<file path="config.mk">
export PLATFORM = sky130hd
export DESIGN_NAME = tccs_front
export DESIGN_NICKNAME = d
export VERILOG_FILES = /design/src/design/tccs_pkg.sv /design/src/design/tccs_front.sv
export SDC_FILE = /design/constraint.sdc
export NUM_CORES = 1
export LEC_CHECK = 0
export ABC_CLOCK_PERIOD_IN_PS = 2400
export BUFFER_PORTS_ARGS = -buffer_cell sky130_fd_sc_hd__buf_4
export CAP_MARGIN = 20
export CELL_PAD_IN_SITES_DETAIL_PLACEMENT = 0
export CELL_PAD_IN_SITES_GLOBAL_PLACEMENT = 1
export CORE_MARGIN = 2
export CORE_UTILIZATION = 30
export DETAILED_ROUTE_END_ITERATION = 7
export GPL_TIMING_DRIVEN = 0
export PLACE_DENSITY = 0.61
export SLEW_MARGIN = 5
export SYNTH_ARGS = -nofsm -noshare
export SYNTH_HDL_FRONTEND = slang
export SYNTH_SLANG_ARGS = --single-unit
</file>
<file path="constraint.sdc">
create_clock -name clk -period 2.4 [get_ports clk]
set_input_delay 0.48 -clock clk [delete_from_list [all_inputs] [get_ports clk]]
set_output_delay 0.48 -clock clk [all_outputs]
set_load 0.01 [all_outputs]
</file>
<file path="src/design/tccs_pkg.sv">
// Shared types, constants and helpers for the text console engine.
package tccs_pkg;

  localparam int COLUMNS    = 80;
  localparam int ROWS       = 25;
  localparam int TAB_WIDTH  = 8;
  localparam int CELL_COUNT = COLUMNS * ROWS;
  localparam int MOVE_COUNT = CELL_COUNT - COLUMNS;
  localparam int TAB_STOPS  = COLUMNS / TAB_WIDTH + 1;

  localparam int ADDR_W = $clog2(CELL_COUNT);
  localparam int COL_W  = $clog2(COLUMNS);
  localparam int ROW_W  = $clog2(ROWS);
  localparam int CX_W   = $clog2(COLUMNS + TAB_WIDTH + 1);
  localparam int RX_W   = ROW_W + 1;

  localparam logic [7:0] ATTR_RESET = 8'h0F;
  localparam logic [7:0] CODE_BS    = 8'h08;
  localparam logic [7:0] CODE_TAB   = 8'h09;
  localparam logic [7:0] CODE_LF    = 8'h0A;
  localparam logic [7:0] CODE_CR    = 8'h0D;
  localparam logic [7:0] CODE_SPACE = 8'h20;
  localparam logic [7:0] CODE_DEL   = 8'h7F;

  localparam logic [1:0] OP_PUT   = 2'd0;
  localparam logic [1:0] OP_CLEAR = 2'd1;
  localparam logic [1:0] OP_READ  = 2'd2;

  typedef struct packed {
    logic [1:0]  opcode;
    logic [7:0]  char_code;
    logic [10:0] cell_index;
  } tccs_in_t;

  typedef struct packed {
    logic [15:0] cell_word;
    logic [6:0]  cursor_column;
    logic [4:0]  cursor_row;
    logic [10:0] cursor_addr;
  } tccs_out_t;

  typedef enum logic [1:0] {
    CMD_PUT,
    CMD_CLEAR,
    CMD_READ,
    CMD_NOP
  } cmd_kind_t;

  typedef enum logic [2:0] {
    CH_BS,
    CH_TAB,
    CH_CR,
    CH_LF,
    CH_PRINT,
    CH_IGNORE
  } chr_kind_t;

  typedef struct packed {
    cmd_kind_t         kind;
    chr_kind_t         chr;
    logic [7:0]        char_code;
    logic              idx_ok;
    logic [ADDR_W-1:0] addr;
  } cmd_t;

  typedef enum logic [1:0] {
    BK_FILL,
    BK_IDLE,
    BK_READ,
    BK_SCROLL
  } bk_state_t;

  function automatic logic [ADDR_W-1:0] loc_of(input logic [ROW_W-1:0] row,
                                               input logic [COL_W-1:0] col);
    loc_of = ADDR_W'(row) * ADDR_W'(COLUMNS) + ADDR_W'(col);
  endfunction

  // next tab stop strictly above col
  function automatic logic [CX_W-1:0] tab_stop(input logic [COL_W-1:0] col);
    logic [CX_W-1:0] r;
    r = '0;
    for (int k = TAB_STOPS; k >= 1; k--) begin
      if (k * TAB_WIDTH > int'(col)) r = CX_W'(k * TAB_WIDTH);
    end
    tab_stop = r;
  endfunction

endpackage

</file>
<file path="src/design/tccs_front.sv">
// Front end: decodes incoming transactions and queues them for the back end.
module tccs_front import tccs_pkg::*; (
  input  logic     clk,
  input  logic     rst_n,
  input  logic     push,
  input  tccs_in_t item,
  input  logic     pop,
  output logic     full,
  output logic     empty,
  output cmd_t     head
);
  cmd_t       q_r [2];
  logic       wp_r, wp_nxt, rp_r, rp_nxt;
  logic [1:0] cnt_r, cnt_nxt;
  cmd_t       dec;

  always_comb begin
    dec.char_code = item.char_code;
    dec.idx_ok    = (int'(item.cell_index) < CELL_COUNT);
    dec.addr      = ADDR_W'(item.cell_index);
    case (item.opcode)
      OP_PUT:   dec.kind = CMD_PUT;
      OP_CLEAR: dec.kind = CMD_CLEAR;
      OP_READ:  dec.kind = CMD_READ;
      default:  dec.kind = CMD_NOP;
    endcase
    case (item.char_code)
      CODE_BS:  dec.chr = CH_BS;
      CODE_TAB: dec.chr = CH_TAB;
      CODE_CR:  dec.chr = CH_CR;
      CODE_LF:  dec.chr = CH_LF;
      default: begin
        if (item.char_code >= CODE_SPACE && item.char_code <= CODE_DEL) dec.chr = CH_PRINT;
        else dec.chr = CH_IGNORE;
      end
    endcase
  end

  always_comb begin
    wp_nxt  = push ? ~wp_r : wp_r;
    rp_nxt  = pop ? ~rp_r : rp_r;
    cnt_nxt = cnt_r + 2'(push) - 2'(pop);
  end

  always_ff @(posedge clk) begin
    if (!rst_n) begin
      wp_r  <= 1'b0;
      rp_r  <= 1'b0;
      cnt_r <= 2'd0;
    end else begin
      wp_r  <= wp_nxt;
      rp_r  <= rp_nxt;
      cnt_r <= cnt_nxt;
    end
    if (push) q_r[wp_r] <= dec;
  end

  assign full  = (cnt_r == 2'd2);
  assign empty = (cnt_r == 2'd0);
  assign head  = q_r[rp_r];
endmodule

</file>
Word-level counts from Yosys, hierarchy flattened --
Memory sizes are Yosys's and may differ from the RTL's. A register that Yosys moved wholly into a read port is not among the register bits. Cells that the tools add are included.
Storage, ports and cells: flip-flop bits (word level) 4, bits in latches 0, bits in writable memories 50, memory bits (read-only) 0, input bits 25, output and inout port bits 27, logic and storage cells 28, memories 1
Operators by class: $add $sub $neg 2, multipliers 0, div/mod/pow operators 0, magnitude comparators 3, equal/unequal tests 7, shift-type cells 0, mux-type cells 7, bitwise operators 2, reductions and logical operators 3
Memory list:
- q_r | words 2, bits a word 25, rd ports 1, clocked after memory_dff 1, wr ports 1, RTL line tccs_front.sv:12 | cmd_t q_r [2];
Operator list (number):
- 8-bit by 4-bit == test with 1-bit output (second input constant) | 4
- 3-bit one-hot mux with 4 select lines | 1
- 11-bit less-than comparator (second input constant) | 1
- 8-bit by 6-bit greater-or-equal comparator with 1-bit output (second input constant) | 1
- 8-bit by 7-bit less-or-equal comparator with 1-bit output (second input constant) | 1
- 2-bit one-hot mux with 3 select lines | 1
- 1-bit two-way mux | 5
- 2-bit == test (second input constant) | 2
- 2-bit logical NOT | 2
- 2-bit by 1-bit adder with 2-bit output | 1
- 2-bit by 1-bit == test with 1-bit output (second input constant) | 1
- 1-bit NOT | 2
- 2-bit by 1-bit subtractor with 2-bit output | 1
- 1-bit logical AND | 1

Logic depth before layout (Yosys ltp) --
Gate-level depths: netlist (run 1).
depth in word-level cells 4, gate-level depth with buffers 6

Worst setup path after synthesis (run 1) --
OpenSTA, ideal clock, no wires.
kind input -> register, from input push, to memory q_r[0][0] (netlist name) (enable), setup time 411 ps, arrival time 1660 ps, data required time 1989 ps, path slack 329 ps, stages on the path 1, buffers on the path 0, cells stage by stage nor2b_1
On the way: cells in the longest elaborated chain, start to end 2
RTL lines:
- start, declared | RTL line tccs_front.sv:5 | input logic push,
- 1-bit two-way mux | RTL line tccs_front.sv:55 | if (push) q_r[wp_r] <= dec;
- 1-bit two-way mux (implied by the code) | RTL line tccs_front.sv:55
- end, declared | RTL line tccs_front.sv:12
Every way passes these cells.

==> results.md, run 1 <==
- Sink Count: 55
- CTS resizes: 0
- Antenna diodes: 0
- Count leader, synth: edfxtp_1
- Dpl cell area: 2641 µm²
- H-tree levels: 2
- Top cells by area, synth: edfxtp_1 71%, mux2_2 14%, dfxtp_1 4.7%
- Die Y: 88.16 µm
- Setup crit end kind: primary output
- Final hold viol count: 0
- RSZ-0062 raised after global routing: no
- Vias in the first global route: 1212
- Post-route ant nets: 0
- Number of top-level pins: 52
- Synth Flop Type: edfxtp_1
- Global route overflow: 0
- Row Count: 30
- DP HPWL: 2748 µm
- Post-Place Setup Slack: 469.3 ps
- Drt drc: 0
- Worst path required time: 1920 ps
- Final cell count without fillers: 267
- Layout fillers: 661
- CP startpoint kind: flip-flop
- Comb power frac: 0.150
- DR vias/cell: 4.184
- GRT Total Usage: 0.1010
- DRT Pass-1 Iters: 2
- Register share of total power: 0.562
- Final WS setup: 321.8 ps
- Fin crit period: 2078 ps
- Status: finished, final reports clean
- Relative slew slack: 0.3727
- Switching pwr: 416.6 µW
- Routed length per instance: 14.07 µm
- TritonCTS Buffers: 5
- Syn_nets: 139
- Post-synth EDFFs: 50
- Clock transition at path regs: 90 ps
- Post-CTS Hold Buffers: 0
- Final Util: 0.4024
- Total die area: 7771 µm²
- Critical Path Fanout Max: 10
- First-pass GRT wire length: 5837 µm
- Synth top cells by count: 50 x edfxtp_1, 26 x mux2_2, 5 x dfxtp_1
- RD Place Congestion: 0.7160
- Cell Pwr Density: 725.0 nW/µm²
- Initial Utilization: 0.3110
- CTS tree: done
- Asr flop ratio synth: 0
- Syn Inst Count: 112
- Synth area leader: edfxtp_1
- Clk root buf: clkbuf_8
- Crit Path Class: reg -> out
- Post-route cell area: 2749 µm²
- Syn Area/Cell: 18.97 µm²
- Final Routed Wirelength: 3757 µm
- Net count, final: 197
- Clock share of power: 0.288
- Placed insts: 259
- Worst Skew: 4.552 ps
- Largest net degree at the start of global routing: 20
- Yosys reg bits: 55
- Seq/Total Area, Yosys: 0.7538
- Layout cell share with drive strength beyond 1: 0.5263
- Vias: 1117
- HP Class: in -> reg
- Worst Tran Pin Value: 936.7 ps
- Max-cap violations: 0
- Initial DRC count: 73
- Switching Fraction: 0.2091
- Synth unique cells: 21
- Buffers added on ports: 49
- Post-CTS setup buffer count: 0
- Synthesis Warnings: 0
- Highest Clock Rate: 481.2 MHz
- Area grow syn2layout: 29.39%
- Initial antenna violation count: 0
- WP data arrival: 1600 ps
- Final setup fails: 0
- CORE AREA: 6832 µm²
- Clock Latency Late Sink: 290 ps
- Area fraction of the dominant cell type after synthesis: 0.7067
- Leak: 0.001010 µW
- Cell Int Power: 1576 µW
- Maximum vdd drop: 309.2 µV
- Crit share post-route: 0.8659
- Die W: 88.16 µm
- Setup TNS Final: 0 ps
- Max-slew violations: 0
- Mapped cell area: 2125 µm²
- Bufs on Longest Clock Path: 2
==> power by group through the flow <==
stage	registers (µW)	logic [µW]	clock network [µW]
CTS	1120	307	601
global placement	1140	294	0
floorplan	1140	157	0
finish	1120	299	574
global route	1120	328	635
detailed placement	1140	305	0
==> cells by family after synthesis <==
group	Yosys count	share of synthesized area
DFF	55	0.7538
muxes	26	0.1378
and+or+nand+nor	15	0.04653
buffers and inverters	7	0.01413
AOI/OAI and AO/OA	4	0.01708
xor gates and xnor gates	3	0.01885
adders and majority gates	2	0.01178
==> layout by cell type (no fill, tap or decap) <==
master / instances
o32a_2: 1
buf_2: 3
edfxtp_1: 50
mux2_2: 26
bufinv_16: 1
xor2_1: 2
nor2b_2: 1
clkbuf_8: 5
and3_1: 1
inv_1: 2
or4_1: 1
clkbuf_1: 2
clkinv_1: 1
nor2_1: 2
buf_6: 1
and2_1: 4
ha_1: 2
xnor3_1: 1
buf_8: 1
clkinv_2: 1
dfxtp_1: 5
o21a_1: 1
buf_4: 49
a2111oi_0: 1
nand3b_1: 1
or3b_1: 1
or3b_4: 1
o2111ai_1: 1
nor2b_1: 3
==> layout make-up <==
type	count	area, µm²	share of cell area
flip-flops and latches	55	1602	0.5826
well taps	96	120.1	0.04370
inverters	2	7.507	0.002731
plain buffers	5	22.52	0.008193
repair buffers	51	394.1	0.1434
clock inverters	3	38.79	0.01411
clock buffers	5	68.82	0.02503
multi-input cells	50	495.5	0.1802
==> critical path, stage by stage, from the launching register on <==
cell and delay [ps]:
dfxtp_1 310, buf_2 190, buf_2 270, mux2_2 390, buf_4 150
==> registers in the layout (all words and copies together), names as in the netlist, named ones only <==
name,flops
wp_r,1
cnt_r,2
rp_r,1
q_r,50
==> per-layer routing <==
metal	share of wire	global-route usage
met3	0.059	0.03487
met4	0.0077	0.03719
met5	0	0
met1	0.39	0.1128
met2	0.54	0.1784
==> path summary, 6_finish.rpt <==
path	start	end	slack, ps	cells after the start
worst max-delay path	flip-flop	head[13]	320	4
worst min-delay path	item[1]	q_r[1][1]$_DFFE_PP_	360	1
worst max register to register	wp_r$_SDFFE_PN0P_	q_r[0][9]$_DFFE_PP_	780	2
worst min register to register	rp_r$_SDFFE_PN0P_	flip-flop	590	2
==> per-stage QoR <==
step / power, µW / hold WS (ps)
6_report: 1993 / 364.0
5_1_grt: 2088 / 344.1
4_1_cts: 2028 / 351.7
3_5_place_dp: 1447 / 566.0
3_3_place_gp: 1433 / 567.0
2_1_floorplan: 1294 / 554.6
Note: power is estimated with default switching activity, not from simulation.
==> run 2: changes to the inputs <==
--- a/config.mk
+++ b/config.mk
@@ -11,10 +11,10 @@
 export CELL_PAD_IN_SITES_DETAIL_PLACEMENT = 0
 export CELL_PAD_IN_SITES_GLOBAL_PLACEMENT = 1
 export CORE_MARGIN = 2
-export CORE_UTILIZATION = 30
+export CORE_UTILIZATION = 43
 export DETAILED_ROUTE_END_ITERATION = 7
 export GPL_TIMING_DRIVEN = 0
-export PLACE_DENSITY = 0.61
+export PLACE_DENSITY = 0.81
 export SLEW_MARGIN = 5
 export SYNTH_ARGS = -nofsm -noshare
 export SYNTH_HDL_FRONTEND = slang
==> run 2 against run 1 <==
Net effect:
- via count increased by 4.8%
- critical path depth is the same
- cell area shrank 1.4%
- worst setup slack improved by 7.3 ps
- register-to-register slack improved by 220 ps
- global-route usage grew 4.5 points
- hold slack better by 0.98 ps
- combinational power hardly changed
- count of clock-buffer cells in the layout is 1 higher
- clock skew rose by 5.5 ps
- first-iteration DRC count up 15%
- highest routed layer unchanged
==> results.md, run 2 (synthesis results as in run 1) <==
- Largest net degree at the start of global routing: 26 (was 20)
- Post-CTS setup buffer count: 0 (unchanged)
- Status: finished, final reports clean (unchanged)
- DP HPWL: 2637 µm (was 2748 µm)
- Highest Clock Rate: 482.9 MHz (was 481.2 MHz)
- Relative slew slack: 0.5038 (was 0.3727)
- Crit-path most repeated cell: buf_2 (unchanged)
- Slowest cell on the critical path: mux2_2 (unchanged)
- Final WS setup: 329.2 ps (was 321.8 ps)
- Uppermost layer routed: met4 (unchanged)
- RSZ-0062 raised after global routing: no (unchanged)
- TritonCTS Buffers: 5 (unchanged)
- Final Routed Wirelength: 3730 µm (was 3757 µm)
- DRT Pass-1 Iters: 4 (was 2)
- HP Class: in -> reg (unchanged)
- Layout fillers: 402 (was 661)
- Worst Skew: 10.01 ps (was 4.552 ps)
- Fin crit period: 2071 ps (was 2078 ps)
- Slowest stage delay, CP: 380 ps (was 390 ps)
- Leak: 0.001007 µW (was 0.001010 µW)
- Initial DRC count: 84 (was 73)
- Post-CTS Hold Buffers: 0 (unchanged)
- Setup crit end kind: primary output (unchanged)
- Most common cell after layout, fill and taps aside: edfxtp_1 (unchanged)
- Initial antenna violation count: 0 (unchanged)
- Reg with most FFs: q_r (unchanged)
- Top Registers: q_r (50), cnt_r (2) (unchanged)
- Post-route ant nets: 0 (unchanged)
- Die Y: 74.29 µm (was 88.16 µm)
- Clock Latency Late Sink: 300 ps (was 290 ps)
- Bufs and invs on worst path: 3 (unchanged)
- Max-slew violations: 0 (unchanged)
- Vias: 1171 (was 1117)
- Global route overflow: 0 (unchanged)
- Worst path cell trace: buf_2 -> buf_2 -> mux2_2 -> buf_4 (unchanged)
- Crit share post-route: 0.8629 (was 0.8659)
- Layout cell share with drive strength beyond 1: 0.5235 (was 0.5263)
- Area grow syn2layout: 27.62% (was 29.39%)
- CP startpoint kind: flip-flop (unchanged)
- Met2 Routed Length: 2008 µm (was 2030 µm)
- Final Util: 0.5703 (was 0.4024)
- Die W: 74.29 µm (was 88.16 µm)
- Bufs on Longest Clock Path: 2 (unchanged)
- Buffers added on ports: 49 (unchanged)
- Total die area: 5519 µm² (was 7771 µm²)
- Drt drc: 0 (unchanged)
- Post-Place Setup Slack: 447.4 ps (was 469.3 ps)
- Final cell count without fillers: 237 (was 267)
- Clk root buf: clkbuf_8 (unchanged)
- Antenna diodes: 0 (unchanged)
- Final setup fails: 0 (unchanged)
- CTS resizes: 0 (unchanged)
- Maximum vdd drop: 387.0 µV (was 309.2 µV)
- Final hold slack: 365.0 ps (was 364.0 ps)
- Final hold viol count: 0 (unchanged)
- GRT Total Usage: 0.1464 (was 0.1010)
- WP data arrival: 1590 ps (was 1600 ps)
- Initial Utilization: 0.4468 (was 0.3110)
- H-tree levels: 2 (unchanged)
- Number of top-level pins: 52 (unchanged)
- Routed length per instance: 15.74 µm (was 14.07 µm)
- Net count, final: 197 (unchanged)
- First-pass GRT wire length: 5796 µm (was 5837 µm)
- Vias in the first global route: 1260 (was 1212)
- Met3 WL: 189 µm (was 223 µm)
- Placed insts: 229 (was 259)
- Clock transition at path regs: 90 ps (about the same)
- Largest register FFs: 50 (unchanged)
- Reg area: 1602 µm² (unchanged)
- Sink Count: 55 (unchanged)
- Area of the multi-input gates: 495.5 µm² (unchanged)
- CORE AREA: 4755 µm² (was 6832 µm²)
- CTS tree: done (unchanged)
- CP delay by family, top: buffers and inverters (unchanged)
- Critical Path Fanout Max: 10 (unchanged)
- Row Count: 25 (was 30)
- Crit Path Class: reg -> out (unchanged)
- Cell Pwr Density: 737.1 nW/µm² (was 725.0 nW/µm²)
- RD Place Congestion: 0.7300 (was 0.7160)
- Max-cap violations: 0 (unchanged)
- Worst path required time: 1920 ps (about the same)
- M1 WL: 1461 µm (was 1473 µm)
- Most frequent cells in the layout: 50 x edfxtp_1, 49 x buf_4, 26 x mux2_2, 5 x dfxtp_1, 5 x clkbuf_8 (unchanged)
- Worst Tran Pin Value: 725.5 ps (was 936.7 ps)
- DR vias/cell: 4.941 (was 4.184)
==> run 2: final cells by class <==
class,instances,share of cell area
Sequential cell,55,0.5907
Multi-Input combinational cell,50,0.1827
Timing Repair Buffer,51,0.1467
Tap cell,67,0.03092
Clock buffer,6,0.02677
Clock inverter,1,0.01108
Buffer,5,0.008306
Inverter,2,0.002769
==> run 2: through the flow <==
| stage | area [µm²] | power [µW] | setup TNS [ps] |
|---|---|---|---|
| finish | 2711 | 1999 | 0 |
| global route | 2711 | 2087 | 0 |
| CTS | 2696 | 2020 | 0 |
| detailed placement | 2594 | 1446 | 0 |
| global placement | 2576 | 1428 | -8528 |
| floorplan | 2125 | 1294 | 0 |
==> run 2: worst paths after layout <==
check                           slack, ps  cells after the start                   end              start
worst max-delay path                  330                      4              head[14]          flip-flop
worst min register to register        600                      2     rp_r$_SDFFE_PN0P_  rp_r$_SDFFE_PN0P_
worst min-delay path                  370                      1   q_r[0][3]$_DFFE_PP_            item[3]
worst max register to register       1000                      2  q_r[0][12]$_DFFE_PP_  wp_r$_SDFFE_PN0P_
==> run 2: metal layers <==
metal,global-route usage,vias up
li1,-,543
met1,0.1593,588
met2,0.2520,34
met3,0.05556,6
met4,0.07143,0
met5,0,-
==> run 2: power breakdown <==
| part | leakage, µW | total (µW) | internal (µW) | switching, µW |
|---|---|---|---|---|
| combinational | 0.000450 | 301 | 170 | 132 |
| clock | 0.0000513 | 578 | 306 | 272 |
| sequential | 0.000505 | 1120 | 1100 | 16.8 |
==> run 3: changes to the inputs <==
--- a/config.mk
+++ b/config.mk
@@ -5,16 +5,16 @@
 export SDC_FILE = /design/constraint.sdc
 export NUM_CORES = 1
 export LEC_CHECK = 0
-export ABC_CLOCK_PERIOD_IN_PS = 2400
+export ABC_CLOCK_PERIOD_IN_PS = 2500
 export BUFFER_PORTS_ARGS = -buffer_cell sky130_fd_sc_hd__buf_4
 export CAP_MARGIN = 20
 export CELL_PAD_IN_SITES_DETAIL_PLACEMENT = 0
 export CELL_PAD_IN_SITES_GLOBAL_PLACEMENT = 1
 export CORE_MARGIN = 2
-export CORE_UTILIZATION = 43
+export CORE_UTILIZATION = 47
 export DETAILED_ROUTE_END_ITERATION = 7
 export GPL_TIMING_DRIVEN = 0
-export PLACE_DENSITY = 0.81
+export PLACE_DENSITY = 0.87
 export SLEW_MARGIN = 5
 export SYNTH_ARGS = -nofsm -noshare
 export SYNTH_HDL_FRONTEND = slang
==> constraint.sdc (replaced) <==
create_clock -name clk -period 2.5 [get_ports clk]
set_input_delay 0.5 -clock clk [delete_from_list [all_inputs] [get_ports clk]]
set_output_delay 0.5 -clock clk [all_outputs]
set_load 0.01 [all_outputs]
==> run 3 against run 2 <==
Net effect:
- global-route usage up 0.25 points
- critical path type unchanged
- clock skew down 4.0 ps
- highest routed layer unchanged
- largest cell class unchanged
- total power is 2.2% higher
==> results.md, run 3 (synthesis results as in run 1) <==
- Status: finished, final reports clean (unchanged)
- Worst Tran Pin Value: 721.3 ps (was 725.5 ps)
- Final Routed Wirelength: 3654 µm (was 3730 µm)
- Clock Latency Late Sink: 300 ps (about the same)
- Hold path depth: 1 (unchanged)
- Net count, final: 197 (unchanged)
- Initial DRC count: 81 (was 84)
- Cell Int Power: 1623 µW (was 1578 µW)
- Crit Path Class: reg -> out (unchanged)
- Reg area: 1602 µm² (unchanged)
- RD Place Congestion: 0.6895 (was 0.7300)
- Buffers added on ports: 49 (unchanged)
- Vias: 1141 (was 1171)
- RSZ-0062 raised after global routing: no (unchanged)
- Cell Pwr Density: 746.1 nW/µm² (was 737.1 nW/µm²)
- Total die area: 5074 µm² (was 5519 µm²)
- Post-route ant nets: 0 (unchanged)
- Final setup fails: 0 (unchanged)
- Initial Utilization: 0.4879 (was 0.4468)
- GRT Total Usage: 0.1489 (was 0.1464)
- Area of the multi-input gates: 495.5 µm² (unchanged)
- Die Y: 71.24 µm (was 74.29 µm)
- Row Count: 24 (was 25)
- Leak: 0.001025 µW (was 0.001007 µW)
- Largest net degree at the start of global routing: 18 (was 26)
- Setup crit end kind: primary output (unchanged)
- Clock share of power: 0.330 (was 0.289)
- Critical Path Fanout Max: 10 (unchanged)
- Clk root buf: clkbuf_8 (unchanged)
- Max-cap violations: 0 (unchanged)
- WP data arrival: 1610 ps (was 1590 ps)
- Highest Clock Rate: 475.0 MHz
- Bufs on Longest Clock Path: 2 (unchanged)
- Final WS setup: 394.9 ps (was 329.2 ps)
- Post-Place Setup Slack: 673.3 ps (was 447.4 ps)
- Worst path required time: 2000 ps (was 1920 ps)
- Global route overflow: 0 (unchanged)
- Setup TNS Final: 0 ps (unchanged)
- Switching pwr: 420.3 µW (was 420.9 µW)
- Layout cell share with drive strength beyond 1: 0.5322 (was 0.5235)
- Max-slew violations: 0 (unchanged)
- DR vias/cell: 5.117 (was 4.941)
- Relative slew slack: 0.5192 (was 0.5038)
- CTS resizes: 0 (unchanged)
- Switching Fraction: 0.2057 (was 0.2106)
- Final hold viol count: 0 (unchanged)
- Sink Count: 55 (unchanged)
- Worst Setup EP: head[13] (was head[14])
- Post-CTS Hold Buffers: 0 (unchanged)
- Largest register FFs: 50 (unchanged)
- Most common cell after layout, fill and taps aside: edfxtp_1 (unchanged)
- CORE AREA: 4354 µm² (was 4755 µm²)
- Post-CTS setup buffer count: 0 (unchanged)
- R2R Path Start: wp_r$_SDFFE_PN0P_ (unchanged)
- Fin crit period: 2105 ps
- HP Class: in -> reg (unchanged)
- Register share of total power: 0.526 (was 0.560)
- First-pass GRT wire length: 5616 µm (was 5796 µm)
- Final hold slack: 381.3 ps (was 365.0 ps)
- Initial antenna violation count: 0 (unchanged)
- Most frequent cells in the layout: 50 x edfxtp_1, 49 x buf_4, 26 x mux2_2, 5 x dfxtp_1, 5 x clkbuf_8 (unchanged)
- TritonCTS Buffers: 5 (unchanged)
- Number of top-level pins: 52 (unchanged)
- Antenna diodes: 0 (unchanged)
- Drt drc: 0 (unchanged)
- Dpl cell area: 2603 µm² (was 2594 µm²)
- Vias in the first global route: 1176 (was 1260)
- Clock transition at path regs: 90 ps (about the same)
- CP startpoint kind: flip-flop (unchanged)
- Routed length per instance: 16.39 µm (was 15.74 µm)
- CTS tree: done (unchanged)
- Worst r2r dst: q_r[1][0]$_DFFE_PP_ (was q_r[0][12]$_DFFE_PP_)
- Post-route cell area: 2739 µm² (was 2711 µm²)
- Crit share post-route: 0.8421
- Top Registers: q_r (50), cnt_r (2) (unchanged)
- Area grow syn2layout: 28.92% (was 27.62%)
- DRT Pass-1 Iters: 4 (unchanged)
- Comb power frac: 0.144 (was 0.151)
- Reg with most FFs: q_r (unchanged)
- DP HPWL: 2618 µm (was 2637 µm)
- Maximum vdd drop: 414.2 µV (was 387.0 µV)
- R2R cell count: 2 (unchanged)
- Die W: 71.24 µm (was 74.29 µm)
- Reg2Reg Setup Slack: 980 ps (was 1000 ps)
- Worst Skew: 6.005 ps (was 10.01 ps)
- Layout fillers: 323 (was 402)
- H-tree levels: 2 (unchanged)
## run 3: cell types whose count changed in the layout (fill, tap and decap cells not counted)
cell / change
buf_16: +1
buf_8: -1
bufinv_16: +1
clkbuf_1: -1
clkinvlp_4: +1
## run 3: power by group through the flow
stage | clock, µW | combinational [µW] | sequential [µW]
finish | 674 | 294 | 1080
CTS | 686 | 301 | 1080
floorplan | 0 | 151 | 1090
global route | 727 | 317 | 1080
global placement | 0 | 277 | 1090
detailed placement | 0 | 300 | 1100
## run 3: metal layers
| metal | global-route usage | part of all wire |
|---|---|---|
| met1 | 0.1792 | 0.42 |
| met2 | 0.2510 | 0.51 |
| met4 | 0.04403 | 0.012 |
| met3 | 0.05626 | 0.059 |
| met5 | 0 | 0 |
## run 3: area by class of cell
type | instances | share of cell area
plain buffers | 5 | 0.008223
clock inverters | 3 | 0.02467
inverters | 2 | 0.002741
multi-input cells | 50 | 0.1809
repair buffers | 51 | 0.1498
flip-flops and latches | 55 | 0.5847
clock buffers | 5 | 0.02513
well taps | 52 | 0.02376
## run 3: how the worst min path moves through the flow
stage                           start                   to
global route                  item[3]  q_r[0][3]$_DFFE_PP_
finish                        item[1]  q_r[1][1]$_DFFE_PP_
CTS                           item[3]  q_r[0][3]$_DFFE_PP_
detailed placement  rp_r$_SDFFE_PN0P_    rp_r$_SDFFE_PN0P_
global placement    rp_r$_SDFFE_PN0P_    rp_r$_SDFFE_PN0P_
floorplan           rp_r$_SDFFE_PN0P_            flip-flop
## run 3: stage by stage
stage,total power [µW],cells,utilization
3_3_place_gp,1371,213,0.5874
4_1_cts,2063,223,0.6290
6_report,2043,223,0.6290
2_1_floorplan,1242,112,-
3_5_place_dp,1396,215,0.5977
5_1_grt,2125,223,0.6290
## run 3: worst max-delay path: stages (launching register included)
cell and delay, ps:
dfxtp_1 310, buf_2 190, buf_2 280, mux2_2 380
buf_4 140
